[src/sv/srpc_pkg.sv]
// Shared constants and types for the square-root position controller.
`timescale 1ns / 1ps

package srpc_pkg;

    localparam int ERROR_WIDTH_DEFAULT = 24;

    localparam int GAIN_WIDTH  = 16;
    localparam int LIMIT_WIDTH = 16;
    localparam int LIMIT_MAG_W = LIMIT_WIDTH - 1;
    localparam int GAIN_FRAC   = 12;
    localparam int KNEE_SHIFT  = 24;

    // Gain squared, and the dividends of the knee and offset divisions.
    localparam int G2_W      = 2 * GAIN_WIDTH;
    localparam int LIM2_W    = 2 * LIMIT_MAG_W;
    localparam int DIV_W     = LIM2_W + KNEE_SHIFT;
    localparam int KNEE_W    = LIMIT_MAG_W + KNEE_SHIFT;
    localparam int DIV_CNT_W = $clog2(DIV_W);

    localparam int CFG_DATA_W  = 16;
    localparam int CFG_INDEX_W = 1;

    localparam logic [CFG_INDEX_W-1:0] REG_GAIN        = 1'b0;
    localparam logic [CFG_INDEX_W-1:0] REG_ACCEL_LIMIT = 1'b1;

    localparam logic [GAIN_WIDTH-1:0]         GAIN_RESET  = 16'd410;
    localparam logic signed [LIMIT_WIDTH-1:0] LIMIT_RESET = 16'sd64;

    typedef enum logic [1:0] {
        SEQ_SQUARE,
        SEQ_KNEE,
        SEQ_SUB,
        SEQ_READY
    } seq_state_t;

endpackage

[src/sv/square_root_position_controller.sv]
// Square-root position controller: linear law with square-root shaping, fully pipelined.
`timescale 1ns / 1ps

// Takes one error item per cycle and returns one command item per cycle while
// in_ready and out_ready are high. An item passes stages A to D, the square-root
// stages, stage E and the output register; the square-root pipeline resolves
// one root bit per stage. Stages that hold no item keep accepting while a result
// waits at the output. After reset and after every configuration write, in_ready
// stays low while a shared bit-serial divider forms the knee point and the curve
// offset from gain and accel_limit, one quotient bit per cycle.
module square_root_position_controller #(
    parameter int ERROR_WIDTH = srpc_pkg::ERROR_WIDTH_DEFAULT
) (
    input  logic                                clk,
    input  logic                                rst_n,
    input  logic                                cfg_write,
    input  logic [srpc_pkg::CFG_INDEX_W-1:0]    cfg_index,
    input  logic [srpc_pkg::CFG_DATA_W-1:0]     cfg_data,
    input  logic                                in_valid,
    output logic                                in_ready,
    input  logic signed [ERROR_WIDTH-1:0]       error,
    output logic                                out_valid,
    input  logic                                out_ready,
    output logic signed [ERROR_WIDTH-1:0]       command,
    output logic                                saturated
);
    import srpc_pkg::*;

    localparam int W      = ERROR_WIDTH;
    localparam int HALF   = (W + 1) / 2;
    localparam int HI_W   = W - HALF;
    localparam int LP_W   = W + GAIN_WIDTH;
    localparam int LIN_W  = LP_W - GAIN_FRAC;
    localparam int RW     = W + LIMIT_WIDTH - 1;
    localparam int CP_W   = RW - 1;
    localparam int Q      = (RW + 1) / 2;
    localparam int RAD_W  = 2 * Q;
    localparam int CMP_W  = (W > KNEE_W) ? W : KNEE_W;
    localparam int SUBX_W = (RW > DIV_W) ? RW : DIV_W;

    localparam int PG_LO_W = GAIN_WIDTH + HALF;
    localparam int PG_HI_W = GAIN_WIDTH + HI_W;
    localparam int PL_LO_W = LIMIT_MAG_W + HALF;
    localparam int PL_HI_W = LIMIT_MAG_W + HI_W;

    localparam logic [LP_W-1:0]  ROUND_HALF = LP_W'(1) << (GAIN_FRAC - 1);
    localparam logic [LIN_W-1:0] NEG_MAX    = LIN_W'(1) << (W - 1);
    localparam logic [LIN_W-1:0] POS_MAX    = NEG_MAX - LIN_W'(1);
    localparam logic [W-1:0]     CMD_MAX    = {1'b0, {(W - 1){1'b1}}};
    localparam logic [W-1:0]     CMD_MIN    = {1'b1, {(W - 1){1'b0}}};

    // ------------------------------------------------------------------
    // Configuration registers
    // ------------------------------------------------------------------
    logic [GAIN_WIDTH-1:0]         gain_reg;
    logic signed [LIMIT_WIDTH-1:0] limit_reg;
    logic [LIMIT_MAG_W-1:0]        lim_mag;
    logic                          curve_en;

    always_ff @(posedge clk or negedge rst_n)
    begin
        if (!rst_n)
        begin
            gain_reg  <= GAIN_RESET;
            limit_reg <= LIMIT_RESET;
        end
        else if (cfg_write)
        begin
            case (cfg_index)
                REG_GAIN:        gain_reg  <= cfg_data[GAIN_WIDTH-1:0];
                REG_ACCEL_LIMIT: limit_reg <= cfg_data[LIMIT_WIDTH-1:0];
                default:         ;
            endcase
        end
    end

    assign lim_mag  = limit_reg[LIMIT_MAG_W-1:0];
    assign curve_en = !limit_reg[LIMIT_WIDTH-1] && (limit_reg != '0) && (gain_reg != '0);

    // ------------------------------------------------------------------
    // Knee and offset sequencer with a restoring divider
    // ------------------------------------------------------------------
    seq_state_t            seq_state_reg, seq_state_next;
    logic [DIV_CNT_W-1:0]  div_cnt_reg, div_cnt_next;
    logic [G2_W-1:0]       div_rem_reg, div_rem_next;
    logic [DIV_W-1:0]      div_quo_reg, div_quo_next;
    logic [G2_W-1:0]       g2_reg, g2_next;
    logic [LIM2_W-1:0]     lim2_reg, lim2_next;
    logic [KNEE_W-1:0]     knee_reg, knee_next;
    logic [DIV_W-1:0]      sub_reg, sub_next;

    logic [G2_W:0]         rem_sh;
    logic [G2_W:0]         rem_dif;
    logic                  div_ge;
    logic [G2_W-1:0]       step_rem;
    logic [DIV_W-1:0]      step_quo;
    logic                  last_step;

    always_ff @(posedge clk or negedge rst_n)
    begin
        if (!rst_n)
        begin
            seq_state_reg <= SEQ_SQUARE;
            div_cnt_reg   <= '0;
        end
        else
        begin
            seq_state_reg <= seq_state_next;
            div_cnt_reg   <= div_cnt_next;
        end
    end

    always_ff @(posedge clk)
    begin
        div_rem_reg <= div_rem_next;
        div_quo_reg <= div_quo_next;
        g2_reg      <= g2_next;
        lim2_reg    <= lim2_next;
        knee_reg    <= knee_next;
        sub_reg     <= sub_next;
    end

    always_comb
    begin
        seq_state_next = seq_state_reg;
        div_cnt_next   = div_cnt_reg;
        div_rem_next   = div_rem_reg;
        div_quo_next   = div_quo_reg;
        g2_next        = g2_reg;
        lim2_next      = lim2_reg;
        knee_next      = knee_reg;
        sub_next       = sub_reg;

        rem_sh    = {div_rem_reg, div_quo_reg[DIV_W-1]};
        rem_dif   = rem_sh - {1'b0, g2_reg};
        div_ge    = rem_sh >= {1'b0, g2_reg};
        step_rem  = div_ge ? rem_dif[G2_W-1:0] : rem_sh[G2_W-1:0];
        step_quo  = {div_quo_reg[DIV_W-2:0], div_ge};
        last_step = div_cnt_reg == DIV_CNT_W'(DIV_W - 1);

        case (seq_state_reg)
            SEQ_SQUARE:
            begin
                g2_next        = G2_W'(gain_reg) * G2_W'(gain_reg);
                lim2_next      = LIM2_W'(lim_mag) * LIM2_W'(lim_mag);
                div_rem_next   = '0;
                div_quo_next   = DIV_W'({lim_mag, {KNEE_SHIFT{1'b0}}});
                div_cnt_next   = '0;
                seq_state_next = SEQ_KNEE;
            end
            SEQ_KNEE:
            begin
                div_rem_next = step_rem;
                div_quo_next = step_quo;
                div_cnt_next = div_cnt_reg + 1'b1;
                if (last_step)
                begin
                    knee_next      = step_quo[KNEE_W-1:0];
                    div_rem_next   = '0;
                    div_quo_next   = {lim2_reg, {KNEE_SHIFT{1'b0}}};
                    div_cnt_next   = '0;
                    seq_state_next = SEQ_SUB;
                end
            end
            SEQ_SUB:
            begin
                div_rem_next = step_rem;
                div_quo_next = step_quo;
                div_cnt_next = div_cnt_reg + 1'b1;
                if (last_step)
                begin
                    sub_next       = step_quo;
                    div_cnt_next   = '0;
                    seq_state_next = SEQ_READY;
                end
            end
            SEQ_READY:
            begin
            end
            default:
            begin
                seq_state_next = SEQ_SQUARE;
            end
        endcase

        // Any register write invalidates the knee and offset.
        if (cfg_write)
        begin
            seq_state_next = SEQ_SQUARE;
        end
    end

    // ------------------------------------------------------------------
    // Item pipeline: stage enables
    // ------------------------------------------------------------------
    logic         en_a, en_b, en_c, en_d, en_e, en_out;
    logic         en_sq [Q];

    logic         a_v_reg, b_v_reg, c_v_reg, d_v_reg, e_v_reg, out_valid_reg;
    logic         sq_v_reg [Q];

    always_comb
    begin
        en_out        = !out_valid_reg || out_ready;
        en_e          = !e_v_reg || en_out;
        en_sq[Q-1]    = !sq_v_reg[Q-1] || en_e;
        for (int k = Q - 2; k >= 0; k--)
        begin
            en_sq[k] = !sq_v_reg[k] || en_sq[k+1];
        end
        en_d = !d_v_reg || en_sq[0];
        en_c = !c_v_reg || en_d;
        en_b = !b_v_reg || en_c;
        en_a = !a_v_reg || en_b;
    end

    assign in_ready = en_a && (seq_state_reg == SEQ_READY);

    // ------------------------------------------------------------------
    // Stage A: sign and magnitude
    // ------------------------------------------------------------------
    logic [W-1:0] err_raw;
    logic [W-1:0] in_mag;
    logic         a_neg_reg;
    logic [W-1:0] a_mag_reg;

    // The most negative error keeps its magnitude 2^(W-1) as an unsigned value.
    assign err_raw = error;
    assign in_mag  = err_raw[W-1] ? (~err_raw + W'(1)) : err_raw;

    always_ff @(posedge clk or negedge rst_n)
    begin
        if (!rst_n)
        begin
            a_v_reg <= 1'b0;
        end
        else if (en_a)
        begin
            a_v_reg <= in_valid && in_ready;
        end
    end

    always_ff @(posedge clk)
    begin
        if (en_a)
        begin
            a_neg_reg <= err_raw[W-1];
            a_mag_reg <= in_mag;
        end
    end

    // ------------------------------------------------------------------
    // Stage B: knee compare and partial products
    // ------------------------------------------------------------------
    logic               b_neg_reg, b_curve_reg;
    logic [PG_LO_W-1:0] b_pg_lo_reg;
    logic [PG_HI_W-1:0] b_pg_hi_reg;
    logic [PL_LO_W-1:0] b_pl_lo_reg;
    logic [PL_HI_W-1:0] b_pl_hi_reg;

    always_ff @(posedge clk or negedge rst_n)
    begin
        if (!rst_n)
        begin
            b_v_reg <= 1'b0;
        end
        else if (en_b)
        begin
            b_v_reg <= a_v_reg;
        end
    end

    always_ff @(posedge clk)
    begin
        if (en_b)
        begin
            b_neg_reg   <= a_neg_reg;
            b_curve_reg <= curve_en && (CMP_W'(a_mag_reg) > CMP_W'(knee_reg));
            b_pg_lo_reg <= PG_LO_W'(gain_reg) * PG_LO_W'(a_mag_reg[HALF-1:0]);
            b_pg_hi_reg <= PG_HI_W'(gain_reg) * PG_HI_W'(a_mag_reg[W-1:HALF]);
            b_pl_lo_reg <= PL_LO_W'(lim_mag) * PL_LO_W'(a_mag_reg[HALF-1:0]);
            b_pl_hi_reg <= PL_HI_W'(lim_mag) * PL_HI_W'(a_mag_reg[W-1:HALF]);
        end
    end

    // ------------------------------------------------------------------
    // Stage C: full products
    // ------------------------------------------------------------------
    logic            c_neg_reg, c_curve_reg;
    logic [LP_W-1:0] c_lin_prod_reg;
    logic [CP_W-1:0] c_cprod_reg;

    always_ff @(posedge clk or negedge rst_n)
    begin
        if (!rst_n)
        begin
            c_v_reg <= 1'b0;
        end
        else if (en_c)
        begin
            c_v_reg <= b_v_reg;
        end
    end

    always_ff @(posedge clk)
    begin
        if (en_c)
        begin
            c_neg_reg      <= b_neg_reg;
            c_curve_reg    <= b_curve_reg;
            c_lin_prod_reg <= LP_W'({b_pg_hi_reg, {HALF{1'b0}}}) + LP_W'(b_pg_lo_reg);
            c_cprod_reg    <= CP_W'({b_pl_hi_reg, {HALF{1'b0}}}) + CP_W'(b_pl_lo_reg);
        end
    end

    // ------------------------------------------------------------------
    // Stage D: rounded linear law and radicand
    // ------------------------------------------------------------------
    logic              d_neg_reg, d_curve_reg;
    logic [LIN_W-1:0]  d_lin_reg;
    logic [RAD_W-1:0]  d_rad_reg;
    logic [LP_W-1:0]   lin_round;
    logic [SUBX_W-1:0] sub_wide;
    logic [RW-1:0]     rad_val;

    // The radicand is formed modulo 2^RW; it is exact wherever the curve applies.
    assign lin_round = c_lin_prod_reg + ROUND_HALF;
    assign sub_wide  = SUBX_W'(sub_reg);
    assign rad_val   = {c_cprod_reg, 1'b0} - sub_wide[RW-1:0];

    always_ff @(posedge clk or negedge rst_n)
    begin
        if (!rst_n)
        begin
            d_v_reg <= 1'b0;
        end
        else if (en_d)
        begin
            d_v_reg <= c_v_reg;
        end
    end

    always_ff @(posedge clk)
    begin
        if (en_d)
        begin
            d_neg_reg   <= c_neg_reg;
            d_curve_reg <= c_curve_reg;
            d_lin_reg   <= lin_round[LP_W-1:GAIN_FRAC];
            d_rad_reg   <= RAD_W'(rad_val);
        end
    end

    // ------------------------------------------------------------------
    // Square-root pipeline, one root bit per stage
    // ------------------------------------------------------------------
    logic             sq_neg_reg   [Q];
    logic             sq_curve_reg [Q];
    logic [LIN_W-1:0] sq_lin_reg   [Q];
    logic [RAD_W-1:0] sq_rad_reg   [Q];
    logic [Q-1:0]     sq_rem_reg   [Q];
    logic [Q-1:0]     sq_root_reg  [Q];

    for (genvar i = 0; i < Q; i++)
    begin : g_sqrt
        logic             st_v, st_neg, st_curve;
        logic [LIN_W-1:0] st_lin;
        logic [RAD_W-1:0] st_rad;
        logic [Q-1:0]     st_rem, st_root;
        logic [Q+1:0]     st_sh, st_trial, st_dif;
        logic             st_ge;

        if (i == 0)
        begin : g_first
            assign st_v     = d_v_reg;
            assign st_neg   = d_neg_reg;
            assign st_curve = d_curve_reg;
            assign st_lin   = d_lin_reg;
            assign st_rad   = d_rad_reg;
            assign st_rem   = '0;
            assign st_root  = '0;
        end
        else
        begin : g_follow
            assign st_v     = sq_v_reg[i-1];
            assign st_neg   = sq_neg_reg[i-1];
            assign st_curve = sq_curve_reg[i-1];
            assign st_lin   = sq_lin_reg[i-1];
            assign st_rad   = sq_rad_reg[i-1];
            assign st_rem   = sq_rem_reg[i-1];
            assign st_root  = sq_root_reg[i-1];
        end

        // Until the last stage the partial remainder stays below 2^Q.
        assign st_sh    = {st_rem, st_rad[RAD_W-1 -: 2]};
        assign st_trial = {st_root, 2'b01};
        assign st_ge    = st_sh >= st_trial;
        assign st_dif   = st_sh - st_trial;

        always_ff @(posedge clk or negedge rst_n)
        begin
            if (!rst_n)
            begin
                sq_v_reg[i] <= 1'b0;
            end
            else if (en_sq[i])
            begin
                sq_v_reg[i] <= st_v;
            end
        end

        always_ff @(posedge clk)
        begin
            if (en_sq[i])
            begin
                sq_neg_reg[i]   <= st_neg;
                sq_curve_reg[i] <= st_curve;
                sq_lin_reg[i]   <= st_lin;
                sq_rad_reg[i]   <= {st_rad[RAD_W-3:0], 2'b00};
                sq_rem_reg[i]   <= st_ge ? st_dif[Q-1:0] : st_sh[Q-1:0];
                sq_root_reg[i]  <= {st_root[Q-2:0], st_ge};
            end
        end
    end

    // ------------------------------------------------------------------
    // Stage E: law select and clamp
    // ------------------------------------------------------------------
    logic             e_neg_reg, e_sat_reg;
    logic [W-1:0]     e_mag_reg;
    logic [LIN_W-1:0] sel_m;
    logic [LIN_W-1:0] sel_lim;
    logic             sel_sat;

    assign sel_m   = sq_curve_reg[Q-1] ? LIN_W'(sq_root_reg[Q-1]) : sq_lin_reg[Q-1];
    assign sel_lim = sq_neg_reg[Q-1] ? NEG_MAX : POS_MAX;
    assign sel_sat = sel_m > sel_lim;

    always_ff @(posedge clk or negedge rst_n)
    begin
        if (!rst_n)
        begin
            e_v_reg <= 1'b0;
        end
        else if (en_e)
        begin
            e_v_reg <= sq_v_reg[Q-1];
        end
    end

    always_ff @(posedge clk)
    begin
        if (en_e)
        begin
            e_neg_reg <= sq_neg_reg[Q-1];
            e_sat_reg <= sel_sat;
            e_mag_reg <= sel_sat ? sel_lim[W-1:0] : sel_m[W-1:0];
        end
    end

    // ------------------------------------------------------------------
    // Output register: apply sign
    // ------------------------------------------------------------------
    logic [W-1:0] command_reg;
    logic         saturated_reg;

    always_ff @(posedge clk or negedge rst_n)
    begin
        if (!rst_n)
        begin
            out_valid_reg <= 1'b0;
        end
        else if (en_out)
        begin
            out_valid_reg <= e_v_reg;
        end
    end

    always_ff @(posedge clk)
    begin
        if (en_out)
        begin
            command_reg   <= e_neg_reg ? (~e_mag_reg + W'(1)) : e_mag_reg;
            saturated_reg <= e_sat_reg;
        end
    end

    assign out_valid = out_valid_reg;
    assign command   = command_reg;
    assign saturated = saturated_reg;

    // ------------------------------------------------------------------
    // Assertions
    // ------------------------------------------------------------------
    a_ready_after_tables: assert property (@(posedge clk) disable iff (!rst_n)
        in_ready |-> (seq_state_reg == SEQ_READY))
        else $error("in_ready high before knee and offset are ready");

    a_write_blocks_input: assert property (@(posedge clk) disable iff (!rst_n)
        cfg_write |=> !in_ready)
        else $error("input accepted right after a register write");

    a_curve_needs_enable: assert property (@(posedge clk) disable iff (!rst_n)
        b_v_reg && b_curve_reg |-> curve_en)
        else $error("curve law chosen with zero gain or non-positive limit");

    a_saturated_at_rail: assert property (@(posedge clk) disable iff (!rst_n)
        out_valid && saturated |-> (command_reg == CMD_MAX || command_reg == CMD_MIN))
        else $error("saturated item not at an output rail");

endmodule

[config.mk]
export PLATFORM = sky130hd
export DESIGN_NAME = square_root_position_controller
export DESIGN_NICKNAME = d
export VERILOG_FILES = /design/src/sv/srpc_pkg.sv /design/src/sv/square_root_position_controller.sv
export SDC_FILE = /design/constraint.sdc
export NUM_CORES = 2
export LEC_CHECK = 0
export ABC_AREA = 1
export BUFFER_PORTS_ARGS = -buffer_cell sky130_fd_sc_hd__buf_2
export CAP_MARGIN = 20
export CORE_ASPECT_RATIO = 0.6
export CORE_UTILIZATION = 65
export CTS_CLUSTER_SIZE = 12
export DETAILED_ROUTE_END_ITERATION = 6
export PLACE_DENSITY_LB_ADDON = 0.08
export REMOVE_ABC_BUFFERS = 1
export SYNTH_ARGS = -nofsm -noshare
export SYNTH_HDL_FRONTEND = slang
export SYNTH_SLANG_ARGS = --single-unit
[constraint.sdc]
create_clock -name clk -period 13.5 [get_ports clk]
set_clock_uncertainty 0.1 [all_clocks]
set_input_delay 2.7 -clock clk [delete_from_list [all_inputs] [get_ports clk]]
set_output_delay 2.7 -clock clk [all_outputs]
set_load 0.005 [all_outputs]
==> flow_metrics.tcl <==
set metrics [dict create \
    status "finished, final reports clean" \
    cp_slowest_cell "nand4_4" \
    port_buffers 72 \
    hpwlAfterDp_mm 213 \
    cp.required_ns 10.70 \
    power_leakage_nw 63.4 \
    gp_congestion 0.971 \
    clk_pin_slew_ns 0.06 \
    grt_max_degree 88 \
    largest_reg_flops 560 \
    areaGrowthSynthToFinish_pct 7.42 \
    pwr-share-clk 0.145 \
    synth_ff_type "edfxtp_1" \
    critPathMaxStageDelay_ns 0.66 \
    yosysUniqueCellTypes 73 \
    startpoint "out_ready" \
    num_antenna_cells 0 \
    grt_pass1_vias 79300 \
    p_int_w 0.0210 \
    netlist_area_um2 126000 \
    timing.rr.start "limit_reg[10]$_DFFE_PN0P_" \
    fmax_mhz 89.0 \
    stdcell_count 14000 \
    io_pins 73 \
    grt_util_all_layers 0.307 \
    core-area_um2 191000 \
    crit_fanout 42 \
    arrival_ns 8.43 \
    setup_viol 0 \
    placedCellCount 13700 \
    vias 80100 \
    worst_setup_path_end_kind "primary output" \
    viasPerCell 5.71 \
    drtIter0Drc 8769 \
    drcViolationCount 0 \
    yosysSeqAreaShare 0.509 \
    utilization 0.707 \
    total_power_w 0.0367 \
    maxCapViolCount 0 \
    overflow 0 \
    dr.pass1.iters 6 \
    worstMarginPinSlew_ns 1.18 \
    p_per_area_nw_per_um2 271 \
    drv_slew 0 \
    syn_inst 11300 \
    min_path_type "reg2reg" \
    fp.dieArea_um2 196000 \
    dieHeight_um 343 \
    reg2reg_slack_ns 6.18 \
    layout_setup_ws_ns 2.27 \
    cts_setup_buffers 0 \
    clock_sinks 2145 \
    dpl_worst_slack_ns 2.27 \
    final.min_clock_period_ns 11.23 \
    htree_levels 4 \
    dieWidth_um 570 \
    antenna_found_initial 5 \
    slew_headroom 0.210 \
    final_nets 13100 \
    rows 124 \
    syn_area_per_cell_um2 11.2 \
    critPathKind "in2out" \
    cts_tree "done" \
    worstHoldStart "sq_lin_reg[1][21]$_DFFE_PP_" \
    ys_async_sr_fraction 0.0308 \
    initial_core_util 0.658 \
    p_switching_w 0.0157 \
    cts_buffer_depth 4 \
    finalWirelength_mm 294 \
    grt_first_pass_wirelength_mm 457 \
    cp-start-kind "input pin" \
    drtAntennaViolNets 0 \
    crit_chain "buf_2 > inv_1 > nand3_2 > nor2_4 > nand4_4 > nor2_4 > nand4_4 > nor2_4 > nand4_4 > nor2_4 > nand4_4 > nor2_4 > nand4_4 > nor2_4 > nand4_4 > nand2_1 > inv_1 > buf_2" \
    numCtsBuffers 212 \
    cts.repair.resized 0 \
    pwr-share-comb 0.502 \
    synth_seq_cells 2145 \
    yosysWarnings 0 \
    totalNegativeSetupSlack_ns 0 \
    synth_edf_count 2079 \
    drive_above_1_share 0.0476 \
    ctsHoldBuffers 0 \
    root_buffer "clkbuf_16" \
    vdd_ir_drop_max_uv 363 \
    fin_crit_sh 0.832 \
    finalHoldViolCount 0 \
    wire_per_inst_um 21.0 \
    switching_share 0.428 \
    clock_latency_ns 0.89 \
    seq_power_share 0.354 \
    rsz0062_at_grt "no" \
]
==> synthesized netlist by cell type (all sizes together), types with 6 or more instances <==
library cell,instances,area (um2)
dfrtp,60,1500
inv,2244,8420
a21boi,16,128
clkbuf,235,885
o21ai,430,2200
xnor2,241,2110
nor2,513,1990
o31ai,17,128
a21o,17,128
buf,61,300
o211ai,31,238
nor3,97,516
nand4,71,534
ha,836,10500
a32o,15,150
xor2,379,3320
o2111ai,9,85.1
a31oi,29,181
nand2,1999,7540
fa,844,16900
nor4,41,263
a211oi,15,113
o21a,17,128
dfstp,6,158
and2,6,37.5
edfxtp,2079,62400
o221ai,8,70.1
a21oi,616,3080
nand3,202,1070
a41oi,7,61.3
or4,6,45.0
nor3b,16,130
o21bai,19,143
or2,31,194
==> logic make-up after synthesis <==
group,Yosys count,share of synthesized area
DFF,2145,0.509
AOI/OAI and AO/OA,1268,0.0558
xor gates and xnor gates,620,0.0431
muxes,2,0.000169
buffers and inverters,2542,0.0763
and+or+nand+nor,2994,0.0985
adders and majority gates,1680,0.217
other,1,0.0000298
==> final timing paths <==
kind	cells past startpoint	end
setup / recovery	18	in_ready
hold / removal	0	sq_lin_reg[1][49]$_DFFE_PP_
setup reg to reg	28	lim2_reg[29]$_DFFE_PP_
hold reg to reg	0	sq_lin_reg[1][49]$_DFFE_PP_
max in group asynchronous	2	div_cnt_reg[2]$_DFFE_PN0P_
min in group asynchronous	1	b_v_reg$_DFFE_PN0P_
==> critical path: cells and delay by family <==
kind          cells  cell delay [ns]
buf+inv           4             0.40
simple gates     14             5.26
==> cell type report <==
type | count | area [um2]
inverter | 2246 | 8440
fill | 13500 | 56200
tap | 2583 | 3230
multi-input combinational | 6565 | 52300
sequential | 2145 | 64100
timing repair buffer | 176 | 1340
clock inverter | 21 | 205
clock buffer | 291 | 5660
==> power by group through the flow <==
stage | Clock [W] | Combinational (W) | Sequential (W)
final | 0.00531 | 0.0184 | 0.0130
after CTS | 0.00540 | 0.0181 | 0.0130
after floorplan | 0 | 0.0127 | 0.0124
after global routing | 0.00565 | 0.0206 | 0.0132
after global placement | 0 | 0.0174 | 0.0130
after detailed placement | 0 | 0.0179 | 0.0130
==> per-stage QoR <==
step / hold WS, ns / cell area [um2]
floorplan: 0.300 / 125000
global placement: 0.301 / 129000
detailed placement: 0.305 / 129000
CTS: 0.244 / 135000
global route: 0.250 / 135000
finish: 0.234 / 135000
==> layout by cell type, fill, tap and decap left out, types with 193 or more instances in the layout <==
cell type,count
xnor2_1,241
o21ai_0,388
nand3_1,193
ha_1,835
fa_1,844
inv_1,2227
edfxtp_1,2079
a21oi_1,615
nand2_1,1977
clkbuf_16,214
nor2_1,502
xor2_1,379
==> metal layers <==
metal	vias up	track usage	share of wire
li1	36700	-	-
met1	39400	0.508	0.47
met2	3594	0.400	0.38
met3	361	0.0887	0.13
met4	6	0.0535	0.017
met5	-	0	0.00012
Note: power is estimated with default switching activity, not from simulation.
